`src/rtl/core/ppln_pkg.sv`:
```
// shared types and constants of the per-pixel layer norm block
package ppln_pkg;

  localparam int unsigned DivW      = 38;  // dividend / radicand field of the shared unit
  localparam int unsigned DenW      = 17;  // divisor width
  localparam int unsigned RemW      = 21;  // partial remainder width
  localparam int unsigned DivSteps  = 38;  // one quotient bit a step
  localparam int unsigned SqrtSteps = 17;  // one root bit a step

  localparam logic REQ_LOAD   = 1'b0;
  localparam logic REQ_SAMPLE = 1'b1;

  localparam logic CFG_CHAN_NUM = 1'b0;
  localparam logic CFG_EPSILON  = 1'b1;

  typedef struct packed {
    logic               req_type;
    logic [5:0]         channel_index;
    logic signed [15:0] sample_value;
    logic signed [15:0] scale_word;
    logic signed [15:0] offset_word;
  } ppln_in_t;

  typedef struct packed {
    logic signed [15:0] norm_value;
    logic               last_of_pixel;
  } ppln_out_t;

  typedef struct packed {
    logic start;
    logic is_sqrt;
  } iu_req_t;

endpackage

```
`src/rtl/core/ppln_iter.sv`:
```
// shared iterative unit: restoring divide or digit-by-digit square root
module ppln_iter import ppln_pkg::*; (
  input  logic            clk_i,
  input  logic            rst_ni,
  input  iu_req_t         req_i,
  input  logic [DivW-1:0] opa_i,
  input  logic [DenW-1:0] opb_i,
  output logic            done_o,
  output logic [DivW-1:0] res_o
);

  logic            busy_q, sqrt_q, done_q;
  logic [5:0]      cnt_q;
  logic [DivW-1:0] num_q, quo_q;
  logic [DenW-1:0] den_q;
  logic [RemW-1:0] rem_q;

  logic [RemW-1:0] rem_sh, trial, rem_nx;
  logic            ge, last;

  always_comb begin
    if (sqrt_q) begin
      rem_sh = {rem_q[RemW-3:0], num_q[DivW-1 -: 2]};
      trial  = {2'b00, quo_q[DenW-1:0], 2'b01};
    end else begin
      rem_sh = {rem_q[RemW-2:0], num_q[DivW-1]};
      trial  = {{(RemW-DenW){1'b0}}, den_q};
    end
    ge     = rem_sh >= trial;
    rem_nx = ge ? rem_sh - trial : rem_sh;
    last   = cnt_q == (sqrt_q ? 6'(SqrtSteps - 1) : 6'(DivSteps - 1));
  end

  always_ff @(posedge clk_i or negedge rst_ni) begin
    if (!rst_ni) begin
      busy_q <= 1'b0;
      done_q <= 1'b0;
      sqrt_q <= 1'b0;
      cnt_q  <= '0;
    end else begin
      done_q <= 1'b0;
      if (req_i.start) begin
        busy_q <= 1'b1;
        sqrt_q <= req_i.is_sqrt;
        cnt_q  <= '0;
      end else if (busy_q) begin
        cnt_q <= cnt_q + 6'd1;
        if (last) begin
          busy_q <= 1'b0;
          done_q <= 1'b1;
        end
      end
    end
  end

  always_ff @(posedge clk_i) begin
    if (req_i.start) begin
      num_q <= opa_i;
      den_q <= opb_i;
      rem_q <= '0;
      quo_q <= '0;
    end else if (busy_q) begin
      num_q <= sqrt_q ? {num_q[DivW-3:0], 2'b00} : {num_q[DivW-2:0], 1'b0};
      rem_q <= rem_nx;
      quo_q <= {quo_q[DivW-2:0], ge};
    end
  end

  assign done_o = done_q;
  assign res_o  = quo_q;

endmodule

```
`config.mk`:
```
export PLATFORM = sky130hd
export DESIGN_NAME = ppln_iter
export DESIGN_NICKNAME = d
export VERILOG_FILES = /design/src/rtl/core/ppln_pkg.sv /design/src/rtl/core/ppln_iter.sv
export SDC_FILE = /design/constraint.sdc
export NUM_CORES = 1
export LEC_CHECK = 0
export BUFFER_PORTS_ARGS = -buffer_cell sky130_fd_sc_hd__buf_4
export CAP_MARGIN = 40
export CORE_ASPECT_RATIO = 0.5
export CORE_MARGIN = 2
export CORE_UTILIZATION = 58
export DETAILED_ROUTE_END_ITERATION = 6
export PLACE_DENSITY = 0.77
export SLEW_MARGIN = 5
export SYNTH_ARGS = -nofsm -noshare
export SYNTH_HDL_FRONTEND = slang
export SYNTH_SLANG_ARGS = --single-unit
```
`constraint.sdc`:
```
create_clock -name clk_i -period 3.84 [get_ports clk_i]
set_input_delay 0 -clock clk_i [delete_from_list [all_inputs] [get_ports clk_i]]
set_output_delay 0 -clock clk_i [all_outputs]
set_load 0.02 [all_outputs]
```
==> metrics.md <==
| Metric | Value |
|---|---|
| Status | finished, final reports clean |
| Synth top area cells | edfxtp_1 (25%), dfxtp_1 (18%), mux2i_1 (16%) |
| ANT cells | 0 |
| DRT antenna net count | 0 |
| Critical path launch point | sqrt_q |
| Maximum clock rate | around 0.28 GHz |
| Hold-fix buffers, CTS | 59 |
| Post-CTS sizing | 0 |
| Setup violations, final | 0 |
| TritonRoute pass-1 iters | 7 |
| Crit Path Max Fanout | 45 |
| Post-synth top cells | mux2i_1 (103), nor2_1 (67), nand2_1 (62), o21ai_0 (59), dfxtp_1 (58) |
| Slowest CP cell | dfrtp_4 |
| Synth area leader | edfxtp_1 |
| Most common cell in the netlist | mux2i_1 |
| Worst Path Arrival | 3.87 ns |
| Overall power | 5.36 mW |
| Crit path to | rem_q[0] |
| Synth Register Bits | ~120 |
| Final worst-path cycle share | 0.930 |
| Synth top area share | 0.250 |
| Mapped Cells | 632 |
| Site row count | 27 |
| Final min period | 3.57 ns |
| Filler instances | 722 |
| Clock skew | between 0.007 and 0.008 ns |
| CTS buffer count | 17 |
| Max Cap Viol | 0 |
| Drt via density | roughly 5.6 |
| Routed Wire Length | 14,900 µm |
| Synth cell types | ~70 |
| Postcts setup bufs | 0 |
| Worst r2r src | sqrt_q |
| Worst hold path type | input port to flip-flop |
| Mapped Nets | 712 |
| Via count | roughly 5,200 |
| Post-DR wirelength/cell | 16.0 µm |
| H-tree Lvls | 4 |
| GR Overflow Total | 0 |
| GRT Total Usage | 0.243 |
| Total Die Area | around 12,000 µm² |
| Max Slew Vio Count | 0 |
| Core Area | 11,000 µm² |
| # IOs | 98 |
| Die Ht | just under 80 µm |
| Die Span X | 155 µm |
| Syn avg cell area | 10.5 µm² |
| RSZ-0062 raised after global routing | no |
| Proportion of layout cells with a drive suffix above 1 | 0.223 |
| Final hold violations | 0 |
| CP cell instances | mux2_2, ha_1, a211oi_1, nor2_1, o21ai_0, nand4_2, nor2_2, buf_4, nand2_1, a32o_1 |
| CTS tree | done |
| Startpoint class of the critical path | flip-flop |
| Vias in the first global route | between 4,000 and 5,000 |
| FF-to-FF path depth | 10 |
| Clock buffer depth | 2 |
| Setup crit end kind | flip-flop |
| CP required | around 4.1 ns |
| Initial antenna violation count | 0 |
| Area Growth Syn to Fin | 29.3% |
| Top_reg_cell synth | dfxtp_1 |
| Root buffer cell | clkbuf_16 |
| DR iter-0 viols | 533 |
| EDFF count, synth | 55 |
| Sinks on Clock Net | 122 |
| Worst relative slew slack | 0.564 |
| Reg-to-Reg End | rem_q[0] |
| Max rail drop VDD | between 0.4 and 0.5 mV |
| Final Wtd Congestion | ~0.91 |
| Synth async-reset ratio | 0.0738 |
| Port bufs | 97 |
| Syn Std Cell Area | 6610 µm² |
| Yosys warns | 0 |
| Clock-pin slew on the worst setup and hold paths | 0.06 ns |
| Worst-Margin Slew | 0.654 ns |
| First-pass GRT wire length | 23,900 µm |
| Sequential fraction of the synthesis area | 0.459 |
| Clock latency on the worst-skew pair | 0.41 ns |
| Power Dens Cells | 627 nW/µm² |
| Setup Crit Path Kind | flip-flop to flip-flop |
| FF-to-FF setup slack | 0.27 ns |
| LEAKAGE | 3.89 nW |
| Setup Total Neg Slack | 0 ns |
| Drc violations | 0 |
| Initial core utilization | 0.599 |
| Dpl hpwl | 9110 µm |
| Total Nets Final | 851 |
| Pin count of the biggest net entering global routing | about 120 |
| Slowest cell delay on critical path | 0.84 ns |
## power by group
part	switching [mW]	internal [mW]
combinational	1.11	0.942
sequential	0.126	1.54
clock	0.605	1.04
total	1.84	3.52
## how the worst min path moves through the flow
stage / startpoint / end / slack [ns] / cells after the start
after global routing: opb_i[9] / den_q[9] / 0.30 / 2
after floorplan: rst_ni / busy_q / -0.30 / 0
after detailed placement: rst_ni / done_o / -0.17 / 1
after CTS: opb_i[16] / den_q[16] / 0.29 / 2
after global placement: rst_ni / done_o / -0.17 / 1
final: opb_i[12] / den_q[12] / 0.30 / 2
## metrics by stage
stage                     std cells  setup slack, ns  area, µm²   util  hold slack, ns
after global placement          838            0.507       7350  0.665          -0.170
after floorplan                 632            0.335       6610      -          -0.296
after CTS                       929            0.321       8550  0.774           0.295
after global routing            929           0.0798       8550  0.774           0.296
final                           929            0.270       8550  0.774           0.304
after detailed placement        838            0.369       7350  0.665          -0.172
## layer usage
layer | global-route usage | wire length (µm)
met3 | 0.0516 | 738
met1 | 0.335 | 7230
met5 | 0 | 0
met4 | 0.0704 | 188
met2 | 0.392 | 6740
## cell type report
| cell class | instances | area (µm²) | area share |
|---|---|---|---|
| multi-input combinational | 462 | 3310 | 0.387 |
| sequential | 122 | 3040 | 0.356 |
| timing repair buffer | 163 | 1380 | 0.162 |
| clock buffer | 19 | 443 | 0.0518 |
| tap | 145 | 181 | 0.0212 |
| clock inverter | 13 | 168 | 0.0196 |
| inverter | 5 | 18.8 | 0.00219 |
## cells by family after synthesis
kind of cell    after synthesis  synth area share
xor+xnor                     20            0.0265
simple gates                172             0.121
compound gates              125             0.121
buf+inv                      48            0.0397
mux                         124             0.192
flops                       122             0.459
fa+ha+maj                    21            0.0409
## placed cells by master, fill, tap and decap left out, types with 3 or more instances in the layout
cell,n
a211oi_1,9
a21o_1,6
a21oi_1,16
a31oi_1,7
a32oi_1,4
buf_4,103
bufinv_16,3
clkbuf_16,17
clkinv_4,3
dfrtp_1,7
dfxtp_1,58
dlygate4sd3_1,59
edfxtp_1,55
ha_1,20
inv_1,5
inv_6,3
mux2_2,20
mux2i_1,103
nand2_1,62
nand2b_1,4
nand4_1,5
nor2_1,67
nor3_1,4
nor4_1,4
o21a_1,3
o21ai_0,59
or3_1,3
xnor2_1,11
xor2_1,9
## sequential cells by signal (all words and copies together) (netlist names)
register,flops
den_q,17
sqrt_q,1
res_o,38
num_q,38
cnt_q,6
busy_q,1
rem_q,20
done_o,1
## worst max-delay path: cells and delay by family, from the launching register on
| family | cells | cell delay, ns |
|---|---|---|
| muxes | 1 | 0.42 |
| AOI/OAI and AO/OA | 3 | 0.89 |
| buffers and inverters | 1 | 0.24 |
| and+or+nand+nor | 4 | 0.59 |
| adders and majority gates | 1 | 0.44 |
| DFF | 1 | 0.84 |
(Power assumes the default switching activity.)
